==> src/design/psts_pkg.sv <==
// Shared types and codes for the priority time-slice task scheduler.
`default_nettype none

package psts_pkg;

   // Operation codes
   localparam logic [2:0] KIND_CREATE  = 3'd0;
   localparam logic [2:0] KIND_PICK    = 3'd1;
   localparam logic [2:0] KIND_WAIT    = 3'd2;
   localparam logic [2:0] KIND_DEC     = 3'd3;
   localparam logic [2:0] KIND_REFILL  = 3'd4;
   localparam logic [2:0] KIND_REMOVE  = 3'd5;
   localparam logic [2:0] KIND_RUN     = 3'd6;
   // No operation behind it: the slot is echoed, nothing changes
   localparam logic [2:0] KIND_IGNORED = 3'd7;

   // Result status codes
   localparam logic [1:0] STATUS_OK    = 2'd0;
   localparam logic [1:0] STATUS_FULL  = 2'd1;
   localparam logic [1:0] STATUS_IDLE  = 2'd2;
   localparam logic [1:0] STATUS_EMPTY = 2'd3;

   // Task states
   localparam logic [1:0] JOB_READY    = 2'd0;
   localparam logic [1:0] JOB_WAITING  = 2'd1;
   localparam logic [1:0] JOB_RUNNING  = 2'd2;

   // Most negative slice count
   localparam logic signed [8:0] SLICE_MIN = -9'sd256;

   typedef struct packed {
      logic              used;
      logic [1:0]        tstate;
      logic [7:0]        prio;
      logic signed [8:0] slice;
   } entry_type;

   typedef enum logic [2:0] {
      ST_CLEAR,
      ST_IDLE,
      ST_SCAN,
      ST_ACCESS,
      ST_COMMIT
   } state_type;

endpackage

`default_nettype wire

==> src/design/psts_ram.sv <==
// Generic single-port-write, single-port-read RAM with registered read data.
`default_nettype none

module psts_ram #(
   parameter int WIDTH = 20,
   parameter int DEPTH = 128
) (
   input  wire logic                     clock,
   input  wire logic                     we,
   input  wire logic [$clog2(DEPTH)-1:0] waddr,
   input  wire logic [WIDTH-1:0]         wdata,
   input  wire logic [$clog2(DEPTH)-1:0] raddr,
   output logic      [WIDTH-1:0]         rdata
);

   logic [WIDTH-1:0] mem [DEPTH];
   logic [WIDTH-1:0] rdata_ff;

   always_ff @(posedge clock) begin
      if (we) begin
         mem[waddr] <= wdata;
      end
      rdata_ff <= mem[raddr];
   end

   assign rdata = rdata_ff;

endmodule

`default_nettype wire

==> src/design/priority_slice_task_scheduler.sv <==
// Top level of the priority time-slice task scheduler.
//
// A table of SLOTS task slots held in one RAM (used flag, state, priority and
// signed slice counter per entry). One operation is taken when start is high
// and busy is low; its single result appears on the rsp_ ports for exactly one
// cycle, marked by rsp_valid, and the receiver cannot stall it. Kind 7 and a
// slot number at or above SLOTS are answered straight from idle; set waiting,
// decrement, refill, remove and set running read the entry, then modify and
// write it back; create scans through the one-read-per-cycle RAM port up to the
// first free slot; pick next scans the whole table for a ready task and, when
// none exists, makes a second pass that refills the waiting tasks. busy falls
// in the cycle the result is shown. After reset a clearing pass zeroes the RAM,
// with busy high.
`default_nettype none

module priority_slice_task_scheduler #(
   parameter int SLOTS = 128
) (
   input  wire logic              clock,
   input  wire logic              reset,
   input  wire logic              start,
   output logic                   busy,
   input  wire logic [2:0]        req_kind,
   input  wire logic [6:0]        req_slot,
   input  wire logic [7:0]        req_priority_req,
   output logic                   rsp_valid,
   output logic [1:0]             rsp_status,
   output logic [6:0]             rsp_chosen_slot,
   output logic signed [8:0]      rsp_counter_out
);

   localparam int IW = $clog2(SLOTS);
   localparam int EW = $bits(psts_pkg::entry_type);
   localparam logic [IW-1:0] LAST_IDX = IW'(SLOTS - 1);

   psts_pkg::state_type state_ff, state_in;

   logic                  phase_ff, phase_in;       // pick: 0 ready pass, 1 refill pass
   logic [IW-1:0]         idx_ff, idx_in;           // entry whose read data is due
   logic [2:0]            kind_ff, kind_in;
   logic [6:0]            slot_ff, slot_in;
   logic [7:0]            prio_ff, prio_in;
   logic                  found_ff, found_in;
   logic [IW-1:0]         best_idx_ff, best_idx_in;
   logic [7:0]            best_prio_ff, best_prio_in;
   logic signed [8:0]     best_slice_ff, best_slice_in;

   logic                  rsp_valid_ff, rsp_valid_in;
   logic [1:0]            rsp_status_ff, rsp_status_in;
   logic [6:0]            rsp_chosen_ff, rsp_chosen_in;
   logic signed [8:0]     rsp_counter_ff, rsp_counter_in;

   // RAM port signals
   logic                  ram_we;
   logic [IW-1:0]         ram_waddr;
   logic [IW-1:0]         ram_raddr;
   psts_pkg::entry_type   ram_wdata;
   psts_pkg::entry_type   ram_rdata;
   logic [EW-1:0]         ram_rdata_raw;

   // Scan helpers
   logic                  accept;
   logic                  last;
   logic [1:0]            want;
   logic                  cand;
   psts_pkg::entry_type   upd;

   assign busy   = (state_ff != psts_pkg::ST_IDLE);
   assign accept = start && !busy;
   assign last   = (idx_ff == LAST_IDX);
   assign ram_rdata = psts_pkg::entry_type'(ram_rdata_raw);

   psts_ram #(
      .WIDTH (EW),
      .DEPTH (SLOTS)
   ) u_ram (
      .clock (clock),
      .we    (ram_we),
      .waddr (ram_waddr),
      .wdata (EW'(ram_wdata)),
      .raddr (ram_raddr),
      .rdata (ram_rdata_raw)
   );

   // The pass of pick next looks for ready tasks first, then waiting ones.
   assign want = phase_ff ? psts_pkg::JOB_WAITING : psts_pkg::JOB_READY;
   // Strict compare: the lowest slot keeps a tie.
   assign cand = ram_rdata.used && (ram_rdata.tstate == want) &&
                 (!found_ff || (ram_rdata.prio > best_prio_ff));

   always_ff @(posedge clock) begin
      if (reset) begin
         state_ff <= psts_pkg::ST_CLEAR;
      end else begin
         state_ff <= state_in;
      end
   end

   always_ff @(posedge clock) begin
      if (reset) begin
         idx_ff       <= '0;
         phase_ff     <= 1'b0;
         found_ff     <= 1'b0;
         rsp_valid_ff <= 1'b0;
      end else begin
         idx_ff       <= idx_in;
         phase_ff     <= phase_in;
         found_ff     <= found_in;
         rsp_valid_ff <= rsp_valid_in;
      end
      kind_ff        <= kind_in;
      slot_ff        <= slot_in;
      prio_ff        <= prio_in;
      best_idx_ff    <= best_idx_in;
      best_prio_ff   <= best_prio_in;
      best_slice_ff  <= best_slice_in;
      rsp_status_ff  <= rsp_status_in;
      rsp_chosen_ff  <= rsp_chosen_in;
      rsp_counter_ff <= rsp_counter_in;
   end

   always_comb begin
      state_in       = state_ff;
      phase_in       = phase_ff;
      idx_in         = idx_ff;
      kind_in        = kind_ff;
      slot_in        = slot_ff;
      prio_in        = prio_ff;
      found_in       = found_ff;
      best_idx_in    = best_idx_ff;
      best_prio_in   = best_prio_ff;
      best_slice_in  = best_slice_ff;
      rsp_valid_in   = 1'b0;
      rsp_status_in  = rsp_status_ff;
      rsp_chosen_in  = rsp_chosen_ff;
      rsp_counter_in = rsp_counter_ff;
      ram_we         = 1'b0;
      ram_waddr      = idx_ff;
      ram_wdata      = '0;
      ram_raddr      = idx_ff + IW'(1);
      upd            = ram_rdata;

      unique case (state_ff)
         psts_pkg::ST_CLEAR: begin
            ram_we    = 1'b1;
            ram_wdata = '0;
            idx_in    = idx_ff + IW'(1);
            if (last) begin
               idx_in   = '0;
               state_in = psts_pkg::ST_IDLE;
            end
         end

         psts_pkg::ST_IDLE: begin
            ram_raddr = '0;
            if (accept) begin
               kind_in  = req_kind;
               slot_in  = req_slot;
               prio_in  = req_priority_req;
               phase_in = 1'b0;
               found_in = 1'b0;
               idx_in   = '0;
               if ((req_kind == psts_pkg::KIND_CREATE) ||
                   (req_kind == psts_pkg::KIND_PICK)) begin
                  state_in = psts_pkg::ST_SCAN;
               end else if (req_kind == psts_pkg::KIND_IGNORED) begin
                  // Unknown kind: echo the slot, change nothing
                  rsp_valid_in   = 1'b1;
                  rsp_status_in  = psts_pkg::STATUS_OK;
                  rsp_chosen_in  = req_slot;
                  rsp_counter_in = '0;
               end else if (32'(req_slot) >= 32'(SLOTS)) begin
                  rsp_valid_in   = 1'b1;
                  rsp_status_in  = psts_pkg::STATUS_EMPTY;
                  rsp_chosen_in  = req_slot;
                  rsp_counter_in = '0;
               end else begin
                  ram_raddr = IW'(req_slot);
                  state_in  = psts_pkg::ST_ACCESS;
               end
            end
         end

         psts_pkg::ST_SCAN: begin
            idx_in = idx_ff + IW'(1);
            if (kind_ff == psts_pkg::KIND_CREATE) begin
               if (!ram_rdata.used) begin
                  ram_we          = 1'b1;
                  ram_wdata.used  = 1'b1;
                  ram_wdata.tstate = psts_pkg::JOB_READY;
                  ram_wdata.prio  = prio_ff;
                  ram_wdata.slice = $signed({1'b0, prio_ff});
                  rsp_valid_in    = 1'b1;
                  rsp_status_in   = psts_pkg::STATUS_OK;
                  rsp_chosen_in   = 7'(idx_ff);
                  rsp_counter_in  = '0;
                  idx_in          = '0;
                  state_in        = psts_pkg::ST_IDLE;
               end else if (last) begin
                  rsp_valid_in   = 1'b1;
                  rsp_status_in  = psts_pkg::STATUS_FULL;
                  rsp_chosen_in  = '0;
                  rsp_counter_in = '0;
                  idx_in         = '0;
                  state_in       = psts_pkg::ST_IDLE;
               end
            end else begin
               if (phase_ff && ram_rdata.used &&
                   (ram_rdata.tstate == psts_pkg::JOB_WAITING)) begin
                  // Refill pass: fresh slice, back to ready
                  ram_we           = 1'b1;
                  ram_wdata        = ram_rdata;
                  ram_wdata.tstate = psts_pkg::JOB_READY;
                  ram_wdata.slice  = $signed({1'b0, ram_rdata.prio});
               end
               if (cand) begin
                  found_in      = 1'b1;
                  best_idx_in   = idx_ff;
                  best_prio_in  = ram_rdata.prio;
                  best_slice_in = phase_ff ? $signed({1'b0, ram_rdata.prio})
                                           : ram_rdata.slice;
               end
               if (last) begin
                  idx_in = '0;
                  if (found_ff || cand) begin
                     state_in = psts_pkg::ST_COMMIT;
                  end else if (!phase_ff) begin
                     phase_in  = 1'b1;
                     ram_raddr = '0;
                  end else begin
                     rsp_valid_in   = 1'b1;
                     rsp_status_in  = psts_pkg::STATUS_IDLE;
                     rsp_chosen_in  = '0;
                     rsp_counter_in = '0;
                     state_in       = psts_pkg::ST_IDLE;
                  end
               end
            end
         end

         psts_pkg::ST_ACCESS: begin
            rsp_valid_in   = 1'b1;
            rsp_chosen_in  = slot_ff;
            rsp_counter_in = '0;
            idx_in         = '0;
            state_in       = psts_pkg::ST_IDLE;
            ram_waddr      = IW'(slot_ff);
            if (!ram_rdata.used) begin
               rsp_status_in = psts_pkg::STATUS_EMPTY;
            end else begin
               rsp_status_in = psts_pkg::STATUS_OK;
               case (kind_ff)
                  psts_pkg::KIND_WAIT: begin
                     upd.tstate = psts_pkg::JOB_WAITING;
                  end
                  psts_pkg::KIND_DEC: begin
                     if (ram_rdata.slice != psts_pkg::SLICE_MIN) begin
                        upd.slice = ram_rdata.slice - 9'sd1;
                     end
                     rsp_counter_in = upd.slice;
                  end
                  psts_pkg::KIND_REFILL: begin
                     upd.slice      = $signed({1'b0, ram_rdata.prio});
                     rsp_counter_in = upd.slice;
                  end
                  psts_pkg::KIND_REMOVE: begin
                     upd.used = 1'b0;
                  end
                  default: begin
                     upd.tstate = psts_pkg::JOB_RUNNING;
                  end
               endcase
               ram_we    = 1'b1;
               ram_wdata = upd;
            end
         end

         psts_pkg::ST_COMMIT: begin
            ram_we           = 1'b1;
            ram_waddr        = best_idx_ff;
            ram_wdata.used   = 1'b1;
            ram_wdata.tstate = psts_pkg::JOB_RUNNING;
            ram_wdata.prio   = best_prio_ff;
            ram_wdata.slice  = best_slice_ff;
            rsp_valid_in     = 1'b1;
            rsp_status_in    = psts_pkg::STATUS_OK;
            rsp_chosen_in    = 7'(best_idx_ff);
            rsp_counter_in   = '0;
            idx_in           = '0;
            state_in         = psts_pkg::ST_IDLE;
         end

         default: begin
            state_in = psts_pkg::ST_IDLE;
         end
      endcase
   end

   assign rsp_valid       = rsp_valid_ff;
   assign rsp_status      = rsp_status_ff;
   assign rsp_chosen_slot = rsp_chosen_ff;
   assign rsp_counter_out = rsp_counter_ff;

   // The commit write only follows a pass that found a task.
   a_commit_found: assert property (@(posedge clock) disable iff (reset)
      (state_ff == psts_pkg::ST_COMMIT) |-> found_ff)
      else $error("commit without a chosen task");

   // The ready pass of pick next only reads the table.
   a_ready_pass_ro: assert property (@(posedge clock) disable iff (reset)
      ((state_ff == psts_pkg::ST_SCAN) && (kind_ff == psts_pkg::KIND_PICK) &&
       !phase_ff) |-> !ram_we)
      else $error("write during ready pass");

   // A pick next transfer always starts a scan.
   a_pick_scans: assert property (@(posedge clock) disable iff (reset)
      (accept && (req_kind == psts_pkg::KIND_PICK)) |=>
      (state_ff == psts_pkg::ST_SCAN))
      else $error("pick next did not scan");

endmodule

`default_nettype wire

==> config.mk <==
export PLATFORM = sky130hd
export DESIGN_NAME = priority_slice_task_scheduler
export DESIGN_NICKNAME = d
export VERILOG_FILES = /design/src/design/psts_pkg.sv /design/src/design/psts_ram.sv /design/src/design/priority_slice_task_scheduler.sv
export SDC_FILE = /design/constraint.sdc
export NUM_CORES = 2
export LEC_CHECK = 0
export BUFFER_PORTS_ARGS = -buffer_cell sky130_fd_sc_hd__buf_2
export CAP_MARGIN = 25
export CORE_MARGIN = 3
export CORE_UTILIZATION = 55
export DETAILED_ROUTE_END_ITERATION = 6
export PLACE_DENSITY = 0.69
export SYNTH_ARGS = -nofsm -noshare
export SYNTH_HDL_FRONTEND = slang
export SYNTH_SLANG_ARGS = --single-unit
==> constraint.sdc <==
create_clock -name clock -period 8.6 [get_ports clock]
set_input_delay 0.86 -clock clock [delete_from_list [all_inputs] [get_ports clock]]
set_output_delay 0.86 -clock clock [all_outputs]
set_load 0.02 [all_outputs]
==> run_results.csv <==
group,metric,value,unit
sta,report.final.setup_viol,0,
routing,drtIter0Drc,10140,
synth,synth_fp_nets,7022,
clock_network,cts_tree,"built",
synth,postSynthCellCount,6991,
clock_network,cts-root-to-sink-buffers,4,
die,die_height,442.4,microns
synth,synth-compound-area-share,0.09095,
place,port_buffers,40,
clock_network,cts-resized-gates,0,
synth,synthDominantAreaCellType,"sky130_fd_sc_hd__edfxtp_1",
sta,fin_crit,6283,ps
synth,postSynth.topFlopCell,"sky130_fd_sc_hd__edfxtp_1",
clock_network,cts_buffers,279,
grt,grt_max_degree,142,
grt,number_of_antenna_violations_at_the_first_check_in_global_routing,17,
synth,synth_mux_area_frac,0.04740,
setup_path,timing.critical_path.fanout_max,46,
routing,drt_drc_violations_left,0,
sta,worst_slew_pin_slew,1139,ps
layout,drive_above_1_share,0.1209,
min_path,worstHoldPathType,"in -> reg",
routing,vias,65900,
power_and_ir_drop,share_clk_of_total_power,0.279,
grt,globalRoute.totalOverflow,0,
synth,synth-simple-area-share,0.08258,
routing,detail_route.wirelength,303800,microns
grt,global_route_wire_length_before_repair,435600,microns
setup_path,critical_path.cell_chain,"nand4bb_1 -> inv_2 -> and3_1 -> nand2_1 -> nand2_4 -> buf_4 -> a211oi_1 -> o41ai_1 -> o21ai_0 -> nor4_1 -> o311ai_1",
die,rows,159,
sta,finClkSkew,60.21,ps
power_and_ir_drop,pwr-share-comb,0.369,
synth,synth.yosys.seq_area_share,0.7573,
setup_path,path_class,"reg -> reg",
synth,postSynth.asyncResetShare,0,
synth,yosys_register_bits,2653,
synth,yosysUniqueCellTypes,80,
min_path,min_to,"prio_ff[2]$_DFFE_PP_",
run,max_cap_violations,0,
routing,antenna_left,0,
clock_network,total_number_of_clock_tree_sinks,2653,
grt,gr-usage-all-layers,0.3037,
layout,nNetsFinal,7121,
clock_network,cts.clk_slew.worst_paths,60,ps
clock_network,clock_tree.htree_level_count,5,
grt,first_global_vias,61870,
sta,totalNegativeSetupSlack,0,ps
setup_path,r2r_slack,2320,ps
setup_path,endpoint_required_time_on_the_critical_path,9350,ps
setup_path,cp_slowest_stage_delay,930,ps
routing,route.detailed.vias_per_inst,6.730,
synth,synth_commonest_cells,"2620 x sky130_fd_sc_hd__edfxtp_1, 1054 x sky130_fd_sc_hd__nand2_1, 459 x sky130_fd_sc_hd__mux2i_1",
synth,synth-edff-count,2620,
power_and_ir_drop,internal-power,0.02597,W
power_and_ir_drop,worst_ir_drop_vdd,689.6,uV
sta,post-route-period-util,0.7306,
setup_path,crit_path_from,"state_ff[0]$_SDFFE_PP0P_",
synth,synth_top_area_share,0.7510,
power_and_ir_drop,switchingPower,0.01580,W
power_and_ir_drop,power.sequential.fraction,0.352,
sta,slack_of_the_critical_path,2317,ps
clock_network,postCtsSetupBuffers,0,
routing,wire_per_inst,31.03,microns
layout,finalCoreUtilization,0.6255,
synth,synth_top_family_by_area,"compound AO/OA/AOI/OAI gates",
synth,syn_avg_cell_area,14.98,sq um
layout,filler_cell_count,13340,
power_and_ir_drop,switching_power_share_of_the_total,0.3783,
die,floorplan.die_area,195700,sq um
sta,final-hold-violation-count,0,
min_path,hold_path_depth,1,
setup_path,worst_flop_to_flop_path_endpoint,"u_ram.rdata[2]$_DFF_P_",
setup_path,worst_r2r_start,"state_ff[0]$_SDFFE_PP0P_",
setup_path,timing.critical_path.from_type,"flop",
sta,slew_headroom,0.2406,
synth,synth_most_common_cell,"sky130_fd_sc_hd__edfxtp_1",
die,fp.dieW,442.4,microns
synth,synthTopCellsByArea,"sky130_fd_sc_hd__edfxtp_1 75%, sky130_fd_sc_hd__mux2i_1 4.4%, sky130_fd_sc_hd__nand2_1 3.8%, sky130_fd_sc_hd__a211oi_1 2.0%, sky130_fd_sc_hd__nand3_1 1.5%",
synth,synth_adder_area_share,0.001194,
setup_path,cp-end-kind,"flop",
power_and_ir_drop,power_density,354.1,nW/um^2
power_and_ir_drop,p_leak,36.73,nW
clock_network,cts_hold_repair.buffers,0,
die,ios,41,
routing,drtPass1Iterations,6,
setup_path,data_arrival_at_the_endpoint_of_the_critical_path,7030,ps
clock_network,clk_root_buffer_cell,"sky130_fd_sc_hd__clkbuf_16",
place,globalplace.congestion,0.8935,
place,sum_of_net_half_perimeters_after_detailed_placement,173700,microns
place,placement.setup.worst_slack,2353,ps
setup_path,cp_slowest_cell,"sky130_fd_sc_hd__o41ai_1",
run_status,status,"completed",
clock_network,clock_insertion_delay_worst_skew,940,ps
min_path,worst_hold_startpoint,"req_priority_req[2]",
die,initial_utilization,0.5555,
synth,yosys_warnings,0,
die,core,188600,sq um
setup_path,reg2reg_depth,11,
synth,post_synth_xor_area_fraction,0.0009197,
sta,grt_setup_unrepaired,"no",
sta,final-max-slew-violation-count,0,
synth,mappedNetlistArea,104800,sq um
layout,syn_to_final_growth,12.61,%
sta,maxClockFrequency,159.2,MHz
==> critical path, delay by kind of cell, from the launching register on <==
| kind | cells | cell delay [ps] |
|---|---|---|
| AO/OA/AOI/OAI | 4 | 1570 |
| buffers and inverters | 2 | 1190 |
| flip-flops | 1 | 710 |
| AND/OR/NAND/NOR | 5 | 2590 |
==> metal layers <==
layer	up-vias	global-route usage	wire, microns
li1	27600	-	-
met1	33070	0.4315	116400
met2	4503	0.4501	135100
met3	723	0.07981	39040
met4	8	0.1221	13250
met5	-	0.006105	57
==> layout by cell type (no fill, tap or decap), types with 17 or more instances in the layout <==
cell	n
sky130_fd_sc_hd__or4_1	17
sky130_fd_sc_hd__diode_2	25
sky130_fd_sc_hd__buf_4	218
sky130_fd_sc_hd__mux2_2	21
sky130_fd_sc_hd__nand4_1	56
sky130_fd_sc_hd__clkbuf_16	285
sky130_fd_sc_hd__a21oi_1	229
sky130_fd_sc_hd__nand3_1	311
sky130_fd_sc_hd__a211oi_1	284
sky130_fd_sc_hd__a2111oi_0	36
sky130_fd_sc_hd__clkinv_2	40
sky130_fd_sc_hd__nand2_1	1052
sky130_fd_sc_hd__dfxtp_1	33
sky130_fd_sc_hd__nor2_4	42
sky130_fd_sc_hd__nor4_1	23
sky130_fd_sc_hd__a221oi_1	46
sky130_fd_sc_hd__o22ai_1	116
sky130_fd_sc_hd__nor2_1	77
sky130_fd_sc_hd__buf_2	47
sky130_fd_sc_hd__and3_1	180
sky130_fd_sc_hd__a221o_1	20
sky130_fd_sc_hd__a311oi_1	34
sky130_fd_sc_hd__a31oi_1	128
sky130_fd_sc_hd__nor3_1	26
sky130_fd_sc_hd__clkinv_1	44
sky130_fd_sc_hd__o21ai_0	223
sky130_fd_sc_hd__nor2_2	90
sky130_fd_sc_hd__a22oi_1	30
sky130_fd_sc_hd__o2111ai_1	39
sky130_fd_sc_hd__clkbuf_1	54
sky130_fd_sc_hd__edfxtp_1	2620
sky130_fd_sc_hd__mux2i_1	459
sky130_fd_sc_hd__a32oi_1	70
sky130_fd_sc_hd__bufinv_16	26
==> power by group through the flow <==
stage	Combinational [W]	Sequential, W	Clock (W)
after CTS	0.0151	0.0147	0.0117
final	0.0154	0.0147	0.0117
after floorplan	0.0100	0.0148	0
after detailed placement	0.0150	0.0150	0
after global routing	0.0163	0.0147	0.0122
after global placement	0.0146	0.0149	0
==> stage by stage <==
stage / hold WS, ps / instance area (sq um) / cells / power [W]
after CTS: 79.44 / 117800 / 9761 / 0.04148
after detailed placement: 547.5 / 109100 / 9298 / 0.02995
final: 119.6 / 118000 / 9792 / 0.04177
after floorplan: 420.6 / 104800 / 6991 / 0.02486
after global placement: 557.9 / 108800 / 9275 / 0.02959
after global routing: 94.86 / 117900 / 9771 / 0.04324
==> final cells by class <==
| type | count | area (sq um) | share of cell area |
|---|---|---|---|
| antenna | 25 | 62.56 | 0.0005303 |
| clock buffer | 350 | 7486 | 0.06346 |
| clock inverter | 113 | 1172 | 0.009938 |
| inverter | 18 | 67.56 | 0.0005727 |
| multi-input combinational | 3845 | 24320 | 0.2061 |
| sequential | 2653 | 79340 | 0.6725 |
| tap | 2495 | 3122 | 0.02646 |
| timing repair buffer | 293 | 2409 | 0.02042 |
==> flip-flops by register name, indices dropped and copies added (netlist names), 8 cells and up <==
| signal | count |
|---|---|
| prio_ff | 8 |
| rsp_counter_out | 9 |
| u_ram.mem | 2560 |
| u_ram.rdata | 20 |
| best_prio_ff | 8 |
| best_slice_ff | 9 |
==> worst max-delay path by stage <==
stage / to / cells past startpoint / slack, ps
global placement: u_ram.rdata[12]$_DFF_P_ / 14 / 1510
finish: u_ram.rdata[2]$_DFF_P_ / 11 / 2320
global route: u_ram.rdata[5]$_DFF_P_ / 13 / 2160
floorplan: u_ram.mem[0][8]$_DFFE_PP_ / 4 / 1020
detailed placement: u_ram.rdata[5]$_DFF_P_ / 14 / 2350
CTS: u_ram.rdata[5]$_DFF_P_ / 13 / 2520
==> logic make-up after synthesis <==
group | Yosys count
DFF | 2653
buffers and inverters | 493
muxes | 486
adders and majority gates | 10
xor gates and xnor gates | 11
and+or+nand+nor | 1943
AOI/OAI and AO/OA | 1395
(Power assumes the default switching activity.)
